===== config.mk =====
export PLATFORM = sky130hd
export DESIGN_NAME = heredoc_delimiter_scanner_core
export DESIGN_NICKNAME = d
export VERILOG_FILES = /design/src/hds_pkg.sv /design/src/hds_ram.sv /design/src/hds_front.sv /design/src/hds_queue.sv /design/src/hds_back.sv /design/src/heredoc_delimiter_scanner_core.sv
export SDC_FILE = /design/constraint.sdc
export NUM_CORES = 1
export LEC_CHECK = 0
export BUFFER_PORTS_ARGS = -buffer_cell sky130_fd_sc_hd__buf_2
export CAP_MARGIN = 0
export CORE_MARGIN = 8
export CORE_UTILIZATION = 57
export DETAILED_ROUTE_END_ITERATION = 10
export HOLD_SLACK_MARGIN = 0.15
export PLACE_DENSITY = 0.76
export RECOVER_POWER = 50
export SLEW_MARGIN = 30
export SYNTH_ARGS = -nofsm -noshare
export SYNTH_HDL_FRONTEND = slang
export SYNTH_HIERARCHICAL = 1
export SYNTH_SLANG_ARGS = --single-unit
export TNS_END_PERCENT = 10

===== constraint.sdc =====
create_clock -name clock -period 5.8 [get_ports clock]
set_input_delay 0.29 -clock clock [delete_from_list [all_inputs] [get_ports clock]]
set_output_delay 0.29 -clock clock [all_outputs]
set_load 0.005 [all_outputs]

===== src/hds_pkg.sv =====
// Shared types and constants for the heredoc delimiter scanner.
`default_nettype none

package hds_pkg;

   // Default size of the delimiter store (bytes); one less is the longest delimiter.
   localparam int DELIM_BYTES_DEF = 128;

   // Entries in the queue between the front and back parts.
   localparam int QUEUE_DEPTH = 2;

   // Character codes.
   localparam logic [7:0] CH_NUL   = 8'h00;
   localparam logic [7:0] CH_TAB   = 8'h09;
   localparam logic [7:0] CH_LF    = 8'h0A;
   localparam logic [7:0] CH_VT    = 8'h0B;
   localparam logic [7:0] CH_FF    = 8'h0C;
   localparam logic [7:0] CH_CR    = 8'h0D;
   localparam logic [7:0] CH_SPACE = 8'h20;
   localparam logic [7:0] CH_QUOTE = 8'h27;

   typedef enum logic [1:0] {
      PH_IDLE,
      PH_MSKIP,
      PH_MCOLLECT,
      PH_BODY
   } hds_phase_type;

   // One classified character, as it travels through the queue.
   typedef struct packed {
      logic [7:0] ch;
      logic       start_req;
      logic       want_marker;
      logic       is_blank;     // space or tab
      logic       is_nul;
      logic       is_eol;       // LF or CR
      logic       is_quote;
      logic       ends_mark;    // NUL, quote or C whitespace
   } hds_item_type;

endpackage

`default_nettype wire


===== src/hds_ram.sv =====
// Generic single-write, single-read RAM with registered read data.
`default_nettype none

module hds_ram #(
   parameter int WIDTH = 8,
   parameter int DEPTH = hds_pkg::DELIM_BYTES_DEF
) (
   input  wire logic                     clock,
   input  wire logic                     wr_en,
   input  wire logic [$clog2(DEPTH)-1:0] wr_addr,
   input  wire logic [WIDTH-1:0]         wr_data,
   input  wire logic [$clog2(DEPTH)-1:0] rd_addr,
   output logic      [WIDTH-1:0]         rd_data
);

   logic [WIDTH-1:0] mem_ff [DEPTH];

   always_ff @(posedge clock) begin
      if (wr_en) begin
         mem_ff[wr_addr] <= wr_data;
      end
      rd_data <= mem_ff[rd_addr];
   end

endmodule

`default_nettype wire


===== src/hds_front.sv =====
// Front part: accepts characters and classifies them for the back part.
`default_nettype none

module hds_front (
   input  wire logic                  req_valid,
   output logic                       req_stall,
   input  wire logic [7:0]            req_ch,
   input  wire logic                  req_start_req,
   input  wire logic                  req_want_marker,
   input  wire logic                  q_full,
   output logic                       q_push,
   output hds_pkg::hds_item_type      q_item
);

   logic blank;
   logic eol;
   logic nul;
   logic quote;

   always_comb begin
      blank = (req_ch == hds_pkg::CH_SPACE) || (req_ch == hds_pkg::CH_TAB);
      eol   = (req_ch == hds_pkg::CH_LF) || (req_ch == hds_pkg::CH_CR);
      nul   = (req_ch == hds_pkg::CH_NUL);
      quote = (req_ch == hds_pkg::CH_QUOTE);

      q_item.ch          = req_ch;
      q_item.start_req   = req_start_req;
      q_item.want_marker = req_want_marker;
      q_item.is_blank    = blank;
      q_item.is_nul      = nul;
      q_item.is_eol      = eol;
      q_item.is_quote    = quote;
      q_item.ends_mark   = nul || quote || blank || eol ||
                           (req_ch == hds_pkg::CH_VT) || (req_ch == hds_pkg::CH_FF);
   end

   assign req_stall = q_full;
   assign q_push    = req_valid && !q_full;

endmodule

`default_nettype wire


===== src/hds_queue.sv =====
// Short register queue between the front and back parts.
`default_nettype none

module hds_queue (
   input  wire logic                  clock,
   input  wire logic                  reset,
   input  wire logic                  push,
   input  wire hds_pkg::hds_item_type push_item,
   output logic                       full,
   input  wire logic                  pop,
   output logic                       pop_valid,
   output hds_pkg::hds_item_type      pop_item
);

   localparam int PW = $clog2(hds_pkg::QUEUE_DEPTH);
   localparam int CW = $clog2(hds_pkg::QUEUE_DEPTH + 1);
   localparam logic [CW-1:0] CNT_FULL = CW'(hds_pkg::QUEUE_DEPTH);

   hds_pkg::hds_item_type entry_ff [hds_pkg::QUEUE_DEPTH];
   logic [PW-1:0] wr_ptr_ff, wr_ptr_in;
   logic [PW-1:0] rd_ptr_ff, rd_ptr_in;
   logic [CW-1:0] count_ff, count_in;

   assign full      = (count_ff == CNT_FULL);
   assign pop_valid = (count_ff != '0);
   assign pop_item  = entry_ff[rd_ptr_ff];

   always_comb begin
      wr_ptr_in = push ? wr_ptr_ff + 1'b1 : wr_ptr_ff;
      rd_ptr_in = pop  ? rd_ptr_ff + 1'b1 : rd_ptr_ff;
      count_in  = count_ff;
      if (push && !pop) begin
         count_in = count_ff + 1'b1;
      end else if (pop && !push) begin
         count_in = count_ff - 1'b1;
      end
   end

   always_ff @(posedge clock) begin
      if (reset) begin
         wr_ptr_ff <= '0;
         rd_ptr_ff <= '0;
         count_ff  <= '0;
      end else begin
         wr_ptr_ff <= wr_ptr_in;
         rd_ptr_ff <= rd_ptr_in;
         count_ff  <= count_in;
      end
   end

   always_ff @(posedge clock) begin
      if (push) begin
         entry_ff[wr_ptr_ff] <= push_item;
      end
   end

endmodule

`default_nettype wire


===== src/hds_back.sv =====
// Back part: scan state machine, delimiter store and result register.
`default_nettype none

module hds_back #(
   parameter int DELIM_BYTES = hds_pkg::DELIM_BYTES_DEF
) (
   input  wire logic                  clock,
   input  wire logic                  reset,
   input  wire logic                  q_valid,
   input  wire hds_pkg::hds_item_type q_item,
   output logic                       q_pop,
   output logic                       rsp_valid,
   input  wire logic                  rsp_stall,
   output logic                       rsp_skipped,
   output logic                       rsp_end_after,
   output logic                       rsp_done_res,
   output logic                       rsp_success,
   output logic                       rsp_token_kind
);

   localparam int MIW = $clog2(DELIM_BYTES);
   localparam logic [MIW-1:0] MI_LAST = MIW'(DELIM_BYTES - 1);

   hds_pkg::hds_phase_type phase_ff, phase_in;
   logic [MIW-1:0] mi_ff, mi_in;       // bytes collected or matched
   logic [MIW-1:0] dl_ff, dl_in;       // held delimiter length
   logic           ls_ff, ls_in;       // at a line start / inside a prefix match
   logic [7:0]     byte0_ff, byte0_in; // copy of store entry 0
   logic           rsp_valid_ff;

   logic           fire;
   logic           wr_en;
   logic [MIW-1:0] wr_addr;
   logic [MIW-1:0] rd_addr;
   logic [7:0]     rd_data;
   logic [7:0]     cmp_byte;
   logic           o_skip, o_end, o_done, o_ok, o_kind;

   hds_ram #(
      .WIDTH (8),
      .DEPTH (DELIM_BYTES)
   ) u_store (
      .clock   (clock),
      .wr_en   (wr_en),
      .wr_addr (wr_addr),
      .wr_data (q_item.ch),
      .rd_addr (rd_addr),
      .rd_data (rd_data)
   );

   assign fire      = q_valid && (!rsp_valid_ff || !rsp_stall);
   assign q_pop     = fire;
   assign rsp_valid = rsp_valid_ff;

   always_comb begin
      phase_in = phase_ff;
      mi_in    = mi_ff;
      dl_in    = dl_ff;
      ls_in    = ls_ff;
      byte0_in = byte0_ff;
      wr_en    = 1'b0;
      wr_addr  = mi_ff;
      cmp_byte = rd_data;
      o_skip   = 1'b0;
      o_end    = 1'b0;
      o_done   = 1'b0;
      o_ok     = 1'b0;
      o_kind   = 1'b0;

      if (fire) begin
         if (q_item.start_req) begin
            mi_in = '0;
            ls_in = 1'b1;
            if (q_item.want_marker) begin
               phase_in = hds_pkg::PH_MSKIP;
            end else if ((dl_ff == '0) || q_item.is_quote) begin
               phase_in = hds_pkg::PH_IDLE;
               o_kind   = 1'b1;
               o_done   = 1'b1;
            end else begin
               phase_in = hds_pkg::PH_BODY;
            end
         end

         if (phase_in == hds_pkg::PH_MSKIP) begin
            if (q_item.is_blank) begin
               o_skip = 1'b1;
            end else begin
               phase_in = hds_pkg::PH_MCOLLECT;
            end
         end

         // entry 0 comes from its own copy; others from the registered store read
         cmp_byte = (mi_in == '0) ? byte0_ff : rd_data;

         unique case (phase_in)
            hds_pkg::PH_MCOLLECT: begin
               if (q_item.ends_mark) begin
                  o_done = 1'b1;
                  if (mi_in != '0) begin
                     dl_in = mi_in;
                     o_ok  = 1'b1;
                     o_end = 1'b1;
                  end
                  phase_in = hds_pkg::PH_IDLE;
               end else begin
                  if (mi_in != MI_LAST) begin
                     wr_en   = 1'b1;
                     wr_addr = mi_in;
                     if (mi_in == '0) begin
                        byte0_in = q_item.ch;
                     end
                     mi_in = mi_in + 1'b1;
                  end
                  o_end = 1'b1;
               end
            end
            hds_pkg::PH_BODY: begin
               o_kind = 1'b1;
               if (ls_in && (mi_in >= dl_ff)) begin
                  if (q_item.is_nul || q_item.is_eol) begin
                     o_done = 1'b1;
                     o_ok   = 1'b1;
                  end else begin
                     o_end = 1'b1;
                     ls_in = 1'b0;
                     mi_in = '0;
                  end
               end else if (q_item.is_nul) begin
                  o_done = 1'b1;
                  o_ok   = 1'b1;
                  o_end  = 1'b1;
               end else if (ls_in && (q_item.ch == cmp_byte)) begin
                  mi_in = mi_in + 1'b1;
               end else begin
                  o_end = 1'b1;
                  ls_in = q_item.is_eol;
                  mi_in = '0;
               end
               if (o_done) begin
                  dl_in    = '0;
                  phase_in = hds_pkg::PH_IDLE;
                  mi_in    = '0;
                  ls_in    = 1'b1;
               end
            end
            default: begin
            end
         endcase
      end

      // fetch the entry the next character will compare against
      rd_addr = mi_in;
   end

   always_ff @(posedge clock) begin
      if (reset) begin
         phase_ff     <= hds_pkg::PH_IDLE;
         mi_ff        <= '0;
         dl_ff        <= '0;
         ls_ff        <= 1'b1;
         rsp_valid_ff <= 1'b0;
      end else begin
         phase_ff <= phase_in;
         mi_ff    <= mi_in;
         dl_ff    <= dl_in;
         ls_ff    <= ls_in;
         if (!rsp_valid_ff || !rsp_stall) begin
            rsp_valid_ff <= q_valid;
         end
      end
   end

   always_ff @(posedge clock) begin
      byte0_ff <= byte0_in;
      if (fire) begin
         rsp_skipped    <= o_skip;
         rsp_end_after  <= o_end;
         rsp_done_res   <= o_done;
         rsp_success    <= o_ok;
         rsp_token_kind <= o_kind;
      end
   end

endmodule

`default_nettype wire


===== src/heredoc_delimiter_scanner_core.sv =====
// Top level of the heredoc delimiter scanner.
//
//   Channel  Dir  Handshake            Payload
//   req      in   req_valid/req_stall  req_ch[7:0], req_start_req, req_want_marker
//   rsp      out  rsp_valid/rsp_stall  rsp_skipped, rsp_end_after, rsp_done_res,
//                                      rsp_success, rsp_token_kind
//
// One transaction in gives exactly one transaction out, in order.
// Throughput: one character per cycle while rsp_stall is low, set by the back part's state update
// (one compare against the delimiter store per character).
// An accepted input passes through a queue entry, then the result register,
// before its result is valid.
// The store entry for the next character is read ahead, at the
// updated match index; entry 0 is held in a register so a new body scan can
// compare on its first character.
// Reset is synchronous, active high; it clears the scan state and queue.
// The store needs no clearing pass: only written entries are ever compared.
// rsp_stall holds the result register; the two-entry queue absorbs the
// in-flight transaction, and req_stall rises only when the queue is full.
`default_nettype none

module heredoc_delimiter_scanner_core #(
   parameter int DELIM_BYTES = hds_pkg::DELIM_BYTES_DEF
) (
   input  wire logic       clock,
   input  wire logic       reset,
   input  wire logic       req_valid,
   output logic            req_stall,
   input  wire logic [7:0] req_ch,
   input  wire logic       req_start_req,
   input  wire logic       req_want_marker,
   output logic            rsp_valid,
   input  wire logic       rsp_stall,
   output logic            rsp_skipped,
   output logic            rsp_end_after,
   output logic            rsp_done_res,
   output logic            rsp_success,
   output logic            rsp_token_kind
);

   hds_pkg::hds_item_type push_item;
   hds_pkg::hds_item_type pop_item;
   logic                  q_push;
   logic                  q_full;
   logic                  q_pop;
   logic                  q_valid;

   // classify the incoming character
   hds_front u_front (
      .req_valid       (req_valid),
      .req_stall       (req_stall),
      .req_ch          (req_ch),
      .req_start_req   (req_start_req),
      .req_want_marker (req_want_marker),
      .q_full          (q_full),
      .q_push          (q_push),
      .q_item          (push_item)
   );

   // decouples acceptance from the scan
   hds_queue u_queue (
      .clock     (clock),
      .reset     (reset),
      .push      (q_push),
      .push_item (push_item),
      .full      (q_full),
      .pop       (q_pop),
      .pop_valid (q_valid),
      .pop_item  (pop_item)
   );

   // scan state, delimiter store, result register
   hds_back #(
      .DELIM_BYTES (DELIM_BYTES)
   ) u_back (
      .clock          (clock),
      .reset          (reset),
      .q_valid        (q_valid),
      .q_item         (pop_item),
      .q_pop          (q_pop),
      .rsp_valid      (rsp_valid),
      .rsp_stall      (rsp_stall),
      .rsp_skipped    (rsp_skipped),
      .rsp_end_after  (rsp_end_after),
      .rsp_done_res   (rsp_done_res),
      .rsp_success    (rsp_success),
      .rsp_token_kind (rsp_token_kind)
   );

endmodule

`default_nettype wire


Yosys cells after proc, flatten, opt, wreduce, memory -nomap -nowiden. Memories as Yosys holds them, arrays and structs flattened. A register that Yosys moved wholly into a read port is not among the register bits. Cells that the tools add are included.

Memories: 2. Logic and storage cells: 142. Output and inout port bits: 7. Bits in writable memories: 1054. Register bits after elaboration: 35.

Memory list: u_back.u_store.mem_ff (depth 128, bits a word 8, rd ports 1, clocked after memory_dff 1, wr ports 1, RTL line hds_ram.sv:16) `logic [WIDTH-1:0] mem_ff [DEPTH];`; u_queue.entry_ff (depth 2, bits a word 15, rd ports 1, clocked after memory_dff 1, wr ports 1, RTL line hds_queue.sv:19) `hds_pkg::hds_item_type entry_ff [hds_pkg::QUEUE_DEPTH];`.

Multiplexer cells: 73. Order comparisons: 1. Add/subtract/negate cells: 5. Reductions and logical operators: 30. Bitwise logic cells: 1. Eq/ne operators: 16.

Operators by type and width (number): $mux W7 (17); $eq A8 B4 Y1 const B (5); $mux W1 (38); $pmux W7 S2 (2); $mux W2 (11); $eq A8 B6 Y1 const B (2); $logic_not A7 Y1 (2); $logic_or A1 B1 Y1 (10); $reduce_and A5 Y1 (2); $eq A8 B8 Y1 (1); $logic_not A8 Y1 (1); $mux W8 (1); $add A7 B1 Y7 const B (1); $ge A7 B7 Y1 (1); $ne A7 B7 Y1 const B (1); $reduce_bool A7 Y1 (1); $eq A2 B2 Y1 const B (3); $logic_and A1 B1 Y1 (6); $pmux W1 S2 (3); $reduce_bool A2 Y1 (3); $logic_not A1 Y1 (5); $ne A2 B1 Y1 const B (2); $pmux W2 S2 (1); $add A1 B1 Y1 const B (2); 5 further kinds (5).

Depth between registers and ports, before layout. Gate-level depths: netlist of the first run.

Word-level depth: 15. Depth in mapped cells: 21. Gate-level depth less buffers: 14.

Modules after synthesis. Netlist of the first run, hierarchy kept.

By module, submodules not included: hds_ram (instances 1, cells each 1635, area each 39665.5 um^2); hds_back (instances 1, cells each 269, area each 2381.0 um^2); hds_queue (instances 1, cells each 69, area each 1292.5 um^2); hds_front (instances 1, cells each 37, area each 281.5 um^2).

Worst setup path after synthesis of the first run. OpenSTA, ideal clock, no wires.

Path type: reg-to-reg. Start point: reg with a tool-made name. End point: reg u_back.u_store.rd_data[0], read port of u_back.u_store.mem_ff. Path slack: 0.136 ns. Cell stages (with the launch flop): 16. Period minus slack after synthesis: 5.664 ns. Data required time: 5.679 ns. Buffers on the path: 4. Library setup time: 0.121 ns. Arrival: 5.544 ns. Cells stage by stage: dfxtp_1 > buf_2 > buf_4 > mux2_2 > inv_1 > a221o_1 > or4_1 > mux2i_4 > nand4_1 > nand3_1 > clkbuf_1 > buf_1 > mux4_2 > mux4_2 > mux4_2 > mux2_2.

RTL lines: end: declaration (RTL line hds_ram.sv:13) `output logic [WIDTH-1:0] rd_data`.

==> flow_metrics.env, run 1 <==
export IMPL_outcome="finished with violations"
export IMPL_failed_checks="capacitance limit, slew limit"
export IMPL_relSlewSlack=-1.62
export IMPL_grt_max_degree=89
export IMPL_rsz0062_at_grt="false"
export IMPL_yosys_area_top_type_share=0.735
export IMPL_synth_top_area_cell="edfxtp_1"
export IMPL_first_pass_iters=7
export IMPL_routed_wl_um=97300
export IMPL_critPathKind="reg2reg"
export IMPL_post_route_min_period_ns=5.65
export IMPL_syn_area_per_cell_sq_um=21.7
export IMPL_grtUsageTotal=0.228
export IMPL_hp_class="in2reg"
export IMPL_arrival_ns=6.21
export IMPL_fp_dieH_um=293
export IMPL_io_pins=21
export IMPL_cts_tree="done"
export IMPL_clk_latency_ns=0.69
export IMPL_cts_clk_slew_worst_paths_ns=0.06
export IMPL_dieWidth_um=293
export IMPL_regArea_sq_mm=0.0327
export IMPL_grt_pass1_wl_um=144000
export IMPL_nFillCells=4774
export IMPL_fin_setup_tns_ns=0
export IMPL_hold_violations=0
export IMPL_syn_inst=2010
export IMPL_dieArea_sq_mm=0.0856
export IMPL_p_sw_mw=5.74
export IMPL_swShare=0.269
export IMPL_period_share=0.974
export IMPL_pre_cts_slack_ns=0.281
export IMPL_first_global_vias=21597
export IMPL_seqPwrFrac=0.452
export IMPL_final_antenna_net_count=0
export IMPL_drc_errors=0
export IMPL_clk_path_buf_depth=3
export IMPL_drive_gt1_frac=0.269
export IMPL_max_stage_delay_ns=0.76
export IMPL_vias_per_cell=6.67
export IMPL_worst_setup_path_end_kind="register"
export IMPL_power_density_mw_per_mm2=440
export IMPL_worst_slew_pin_slew_ns=3.92
export IMPL_crit_slowest_cell="mux2_1"
export IMPL_setup_ws_ns=0.152
export IMPL_synth_common_cells="edfxtp_1, mux4_2, nor2_1"
export IMPL_p_clk_frac=0.310
export IMPL_synth_area_sq_mm=0.0436
export IMPL_drv_slew=888
export IMPL_synth_area_top_cells="edfxtp_1, mux4_2, dfxtp_1"
export IMPL_ys_flop_type="edfxtp_1"
export IMPL_place_congestion=0.894
export IMPL_cts_buffers=107
export IMPL_crit_required_ns=6.36
export IMPL_p_int_mw=15.6
export IMPL_h_tree_depth=3
export IMPL_ir_drop_v=0.000347
export IMPL_async_reset_ff_frac=0
export IMPL_core_area_sq_mm=0.0758
export IMPL_yosys_cell_count_top_type="edfxtp_1"
export IMPL_root_buffer="clkbuf_16"
export IMPL_p_leak_nw=14.6
export IMPL_start_kind="register"
export IMPL_yosys_warnings=6
export IMPL_p_comb_frac=0.237
export IMPL_antenna_cells=0
export IMPL_path_delay_family="multiplexers"
export IMPL_core_rowCount=101
export IMPL_finalNetCount=2134
export IMPL_path_buf_inv=3
export IMPL_clock_sinks=1098
export IMPL_wl_per_cell_um=30.7
export IMPL_start_util=0.575
export IMPL_fmax_mhz=177
export IMPL_multiInputGateArea_sq_mm=0.0104
export IMPL_yosysSeqAreaShare=0.749
export IMPL_initialDrtViolationCount=2670
export IMPL_vias=21186
export IMPL_area_growth_pct=11.3
export IMPL_finalSetupViolCount=0
export IMPL_max_cap_viol_count=15
export IMPL_post_cts_buffers=0
export IMPL_grt_antenna_before_repair=1
export IMPL_yosys_register_bits=1098
export IMPL_crit_chain="buf_4 > mux2_1 > xnor2_1 > nand4_1 > or4_1 > mux2i_4 > buf_4 > nand2_1 > a22oi_2 > buf_4 > mux4_2 > mux4_2 > mux4_2 > mux2_2"
export IMPL_fin_skew_ns=0.0257
export IMPL_synth_edf_count=1067
export IMPL_synth_nets=2034
export IMPL_crit_fanout=40
export IMPL_grt_overflow=0
export IMPL_ys_types=72
export IMPL_place_port_buffers=20
export IMPL_hpwl_um=58800
-- cell usage in the layout (no fill, tap or decap), types with 17 or more instances in the layout --
cell type and instances:
inv_1 17, buf_4 40, nor2_1 143, nand3_1 21
clkinv_1 21, clkbuf_16 109, nand2_1 33, mux4_2 336
edfxtp_1 1067, clkbuf_1 66, dfxtp_1 31, nor3_1 20
-- power groups by stage --
stage	combinational, mW	sequential [mW]	clock, mW
after floorplan	3.55	9.74	0
after global placement	4.99	9.73	0
after detailed placement	5.12	9.74	0
after CTS	5.19	9.57	6.73
after global routing	5.38	9.68	7.02
final	5.07	9.67	6.63
-- layer usage --
layer,track usage,vias to the layer above,share of wire
li1,-,8614,-
met1,0.314,11187,0.38
met2,0.374,1220,0.50
met3,0.0453,163,0.099
met4,0.0693,2,0.028
met5,0,-,0.00016
-- what timing repair did --
item,4_1_cts,5_1_grt
hold buffers,15,0
hold endpoints to repair,37,0
setup endpoints to repair,0,5
gates resized for setup,0,1
-- metrics by stage --
stage | instances | hold WS, ns | util | power (mW) | cell area (sq um)
after detailed placement | 2964 | 0.494 | 0.596 | 14.9 | 45200
after CTS | 3174 | 0.307 | 0.642 | 21.5 | 48600
after global placement | 2964 | 0.472 | 0.595 | 14.7 | 45100
after floorplan | 2010 | 0.359 | - | 13.3 | 43600
final | 3174 | 0.354 | 0.640 | 21.4 | 48500
after global routing | 3174 | 0.370 | 0.640 | 22.1 | 48500
-- registers in the layout, indices dropped and copies added (netlist names), named ones only --
register,cells
u_back/rsp_skipped,1
u_back/rsp_end_after,1
u_back/u_store/rd_data,8
u_back/u_store/mem_ff,1024
u_queue/rd_ptr_ff,1
u_back/phase_ff,2
u_back/rsp_success,1
u_queue/wr_ptr_ff,1
u_back/dl_ff,7
u_back/rsp_valid,1
u_back/byte0_ff,8
u_back/rsp_token_kind,1
u_queue/entry_ff,30
u_queue/count_ff,2
u_back/rsp_done_res,1
u_back/mi_ff,7
u_back/ls_ff,1
-- final cells by class --
| class | instances | area share |
|---|---|---|
| Sequential cell | 1098 | 0.673 |
| Tap cell | 978 | 0.0252 |
| Clock buffer | 142 | 0.0590 |
| Timing Repair Buffer | 108 | 0.0182 |
| Multi-Input combinational cell | 778 | 0.214 |
| Inverter | 17 | 0.00131 |
| Clock inverter | 53 | 0.00977 |
-- worst register-to-register path: stages (launching register included) --
cell,delay (ns)
dfxtp_1,0.33
buf_4,0.24
mux2_1,0.76
xnor2_1,0.34
nand4_1,0.13
or4_1,0.47
mux2i_4,0.18
buf_4,0.18
nand2_1,0.13
a22oi_2,0.35
buf_4,0.55
mux4_2,0.54
mux4_2,0.54
mux4_2,0.51
mux2_2,0.28
-- path summary, 6_finish.rpt --
path                                         start                           endpoint  slack, ns  cells past startpoint
setup / recovery                          register  u_back/u_store/rd_data[2]$_DFF_P_       0.15                     14
hold / removal                     req_want_marker   u_queue/entry_ff[1][5]$_DFFE_PP_       0.35                      2
setup reg to reg                          register  u_back/u_store/rd_data[2]$_DFF_P_       0.15                     14
hold reg to reg   u_queue/count_ff[1]$_SDFFE_PP0P_   u_queue/count_ff[1]$_SDFFE_PP0P_       0.50                      2
-- kinds of logic (layout without fill, tap and decap cells) --
| family | count (synthesis) | in the layout | share of synthesized area |
|---|---|---|---|
| mux | 364 | 364 | 0.181 |
| xor+xnor | 17 | 17 | 0.00341 |
| buf+inv | 134 | 320 | 0.0152 |
| compound gates | 78 | 78 | 0.0148 |
| simple gates | 309 | 309 | 0.0340 |
| flops | 1098 | 1098 | 0.749 |
| fa+ha+maj | 10 | 10 | 0.00287 |
Note: power is estimated with default switching activity, not from simulation.
==> run 2: changes to the inputs <==
--- a/config.mk
+++ b/config.mk
@@ -7,11 +7,11 @@
 export LEC_CHECK = 0
 export BUFFER_PORTS_ARGS = -buffer_cell sky130_fd_sc_hd__buf_2
 export CAP_MARGIN = 0
-export CORE_MARGIN = 8
+export CORE_MARGIN = 2
 export CORE_UTILIZATION = 57
 export DETAILED_ROUTE_END_ITERATION = 10
 export HOLD_SLACK_MARGIN = 0.15
-export PLACE_DENSITY = 0.76
+export PLACE_DENSITY = 0.74
 export RECOVER_POWER = 50
 export SLEW_MARGIN = 30
 export SYNTH_ARGS = -nofsm -noshare
==> flow_metrics.env, run 2 (same netlist as run 1, synthesis figures left out) <==
export IMPL_outcome="finished with violations"
export IMPL_failed_checks="capacitance limit, slew limit"
export IMPL_clk_path_buf_depth=3
export IMPL_worst_setup_path_end_kind="register"
export IMPL_fp_dieH_um=281
export IMPL_path_delay_family="multiplexers"
export IMPL_regArea_sq_mm=0.0327
export IMPL_root_buffer="clkbuf_16"
export IMPL_cts_clk_slew_worst_paths_ns=0.06
export IMPL_grt_max_degree=110
export IMPL_first_pass_iters=5
export IMPL_core_rowCount=101
export IMPL_layout_common_cells="edfxtp_1, mux4_2, nor2_1"
export IMPL_path_buf_inv=2
export IMPL_clock_sinks=1098
export IMPL_worst_slew_pin_slew_ns=4.80
export IMPL_period_share=0.954
export IMPL_instances_no_fill=3178
export IMPL_first_global_vias=21207
export IMPL_drc_errors=0
export IMPL_relSlewSlack=-2.20
export IMPL_final_antenna_net_count=0
export IMPL_post_route_min_period_ns=5.53
export IMPL_hold_violations=0
export IMPL_grtUsageMet3=0.0450
export IMPL_finalSetupViolCount=0
export IMPL_cts_buffers=105
export IMPL_top_register="u_back/u_store/mem_ff"
export IMPL_busiest_layer="met2"
export IMPL_max_stage_delay_ns=0.56
export IMPL_area_growth_pct=11.7
export IMPL_wl_per_cell_um=30.9
export IMPL_fin_setup_tns_ns=0
export IMPL_clk_latency_ns=0.68
export IMPL_crit_fanout=24
export IMPL_routed_wl_um=98100
export IMPL_grtUsageTotal=0.256
export IMPL_multiInputGateArea_sq_mm=0.0104
export IMPL_reg_top3="u_back/u_store/mem_ff: 1024 flops, u_queue/entry_ff: 30 flops"
export IMPL_dp_cells=2965
export IMPL_h_tree_depth=3
export IMPL_crit_top_cell="mux4_2"
export IMPL_fmax_mhz=181
export IMPL_vias_per_cell=6.67
export IMPL_drv_slew=837
export IMPL_core_area_sq_mm=0.0758
export IMPL_place_congestion=0.905
export IMPL_hp_class="in2reg"
export IMPL_grt_antenna_before_repair=2
export IMPL_start_util=0.575
export IMPL_io_pins=21
export IMPL_crit_chain="mux2_2 > nor2b_1 > ha_1 > a21o_1 > a211o_1 > a41o_1 > a311oi_2 > nand4_1 > nand3_4 > buf_12 > buf_4 > mux4_2 > mux4_2 > mux4_2 > mux2_2"
export IMPL_place_port_buffers=20
export IMPL_dieWidth_um=281
export IMPL_ir_drop_v=0.000280
export IMPL_hpwl_um=58900
export IMPL_drive_gt1_frac=0.284
export IMPL_initialDrtViolationCount=2594
export IMPL_antenna_cells=0
export IMPL_p_leak_nw=14.7
export IMPL_total_power_mw=21.7
export IMPL_fin_skew_ns=0.0265
export IMPL_pre_cts_slack_ns=0.172
export IMPL_dieArea_sq_mm=0.0788
export IMPL_crit_required_ns=6.36
export IMPL_grt_pass1_wl_um=145000
export IMPL_max_cap_viol_count=11
export IMPL_vias=21198
export IMPL_cts_tree="done"
export IMPL_final_common_cell="edfxtp_1"
export IMPL_use_met1=0.374
export IMPL_finalNetCount=2134
export IMPL_start_kind="register"
export IMPL_rsz0062_at_grt="false"
export IMPL_power_density_mw_per_mm2=445
export IMPL_grt_overflow=0
export IMPL_crit_slowest_cell="mux4_2"
export IMPL_arrival_ns=6.09
export IMPL_setup_ws_ns=0.267
export IMPL_use_met2=0.400
export IMPL_nFillCells=4796
export IMPL_critPathKind="reg2reg"
export IMPL_largest_register_ff_count=1024
[run 2: cell count changes in the layout (fill, tap and decap cells not counted), moves of 2 or more]
cell | before | now
clkinv_1 | 21 | 17
clkinvlp_4 | 2 | 10
buf_12 | 14 | 16
inv_6 | 5 | 1
clkinv_2 | 16 | 27
buf_2 | 4 | 10
clkbuf_1 | 66 | 38
clkbuf_2 | 1 | 5
bufinv_16 | 7 | 9
clkbuf_8 | 1 | 4
inv_16 | 0 | 2
[run 2: worst register-to-register path, stage by stage, from the launching register on]
cell and delay [ns]:
dfxtp_1 0.34, mux2_2 0.43, nor2b_1 0.19, ha_1 0.27, a21o_1 0.17, a211o_1 0.29
a41o_1 0.29, a311oi_2 0.36, nand4_1 0.24, nand3_4 0.30, buf_12 0.28, buf_4 0.36
mux4_2 0.56, mux4_2 0.52, mux4_2 0.56, mux2_2 0.30
[run 2: area by class of cell]
class,count,share of cell area
sequential,1098,0.670
multi-input combinational,778,0.212
clock buffer,130,0.0580
tap,978,0.0251
timing repair buffer,110,0.0204
clock inverter,67,0.0125
inverter,17,0.00131
[run 2: worst paths after layout]
check                               start  slack (ns)                                 to  cells after the start
max                              register        0.27  u_back/u_store/rd_data[1]$_DFF_P_                     15
min                       req_want_marker        0.38   u_queue/entry_ff[1][5]$_DFFE_PP_                      2
max reg2reg                      register        0.27  u_back/u_store/rd_data[1]$_DFF_P_                     15
min reg2reg  u_back/dl_ff[0]$_SDFFE_PP0P_        0.51       u_back/dl_ff[0]$_SDFFE_PP0P_                      2
[run 2: stage by stage]
stage | utilization | area [sq um] | hold slack, ns
after floorplan | - | 43600 | 0.359
after global placement | 0.596 | 45200 | 0.478
after detailed placement | 0.596 | 45200 | 0.487
after CTS | 0.643 | 48800 | 0.337
after global routing | 0.643 | 48700 | 0.350
final | 0.643 | 48700 | 0.376
[run 2: what timing repair did]
item                                    CTS  global route
hold endpoints to repair                 36             0
hold buffers                             15             0
setup buffers                             0             0
gates resized for setup                   0             3
endpoints found under the setup margin    0             3
[run 2: routing by layer]
metal / part of all wire / vias to the layer above
li1: - / 8611
met5: 0.000082 / -
met3: 0.095 / 157
met4: 0.029 / 2
met1: 0.39 / 11231
met2: 0.48 / 1197
[run 2: where the power goes]
part           switching, mW  internal [mW]  total (mW)
registers             0.0977           9.60        9.70
logic                   2.85           2.36        5.22
clock network           2.89           3.87        6.75
total                   5.84           15.8        21.7
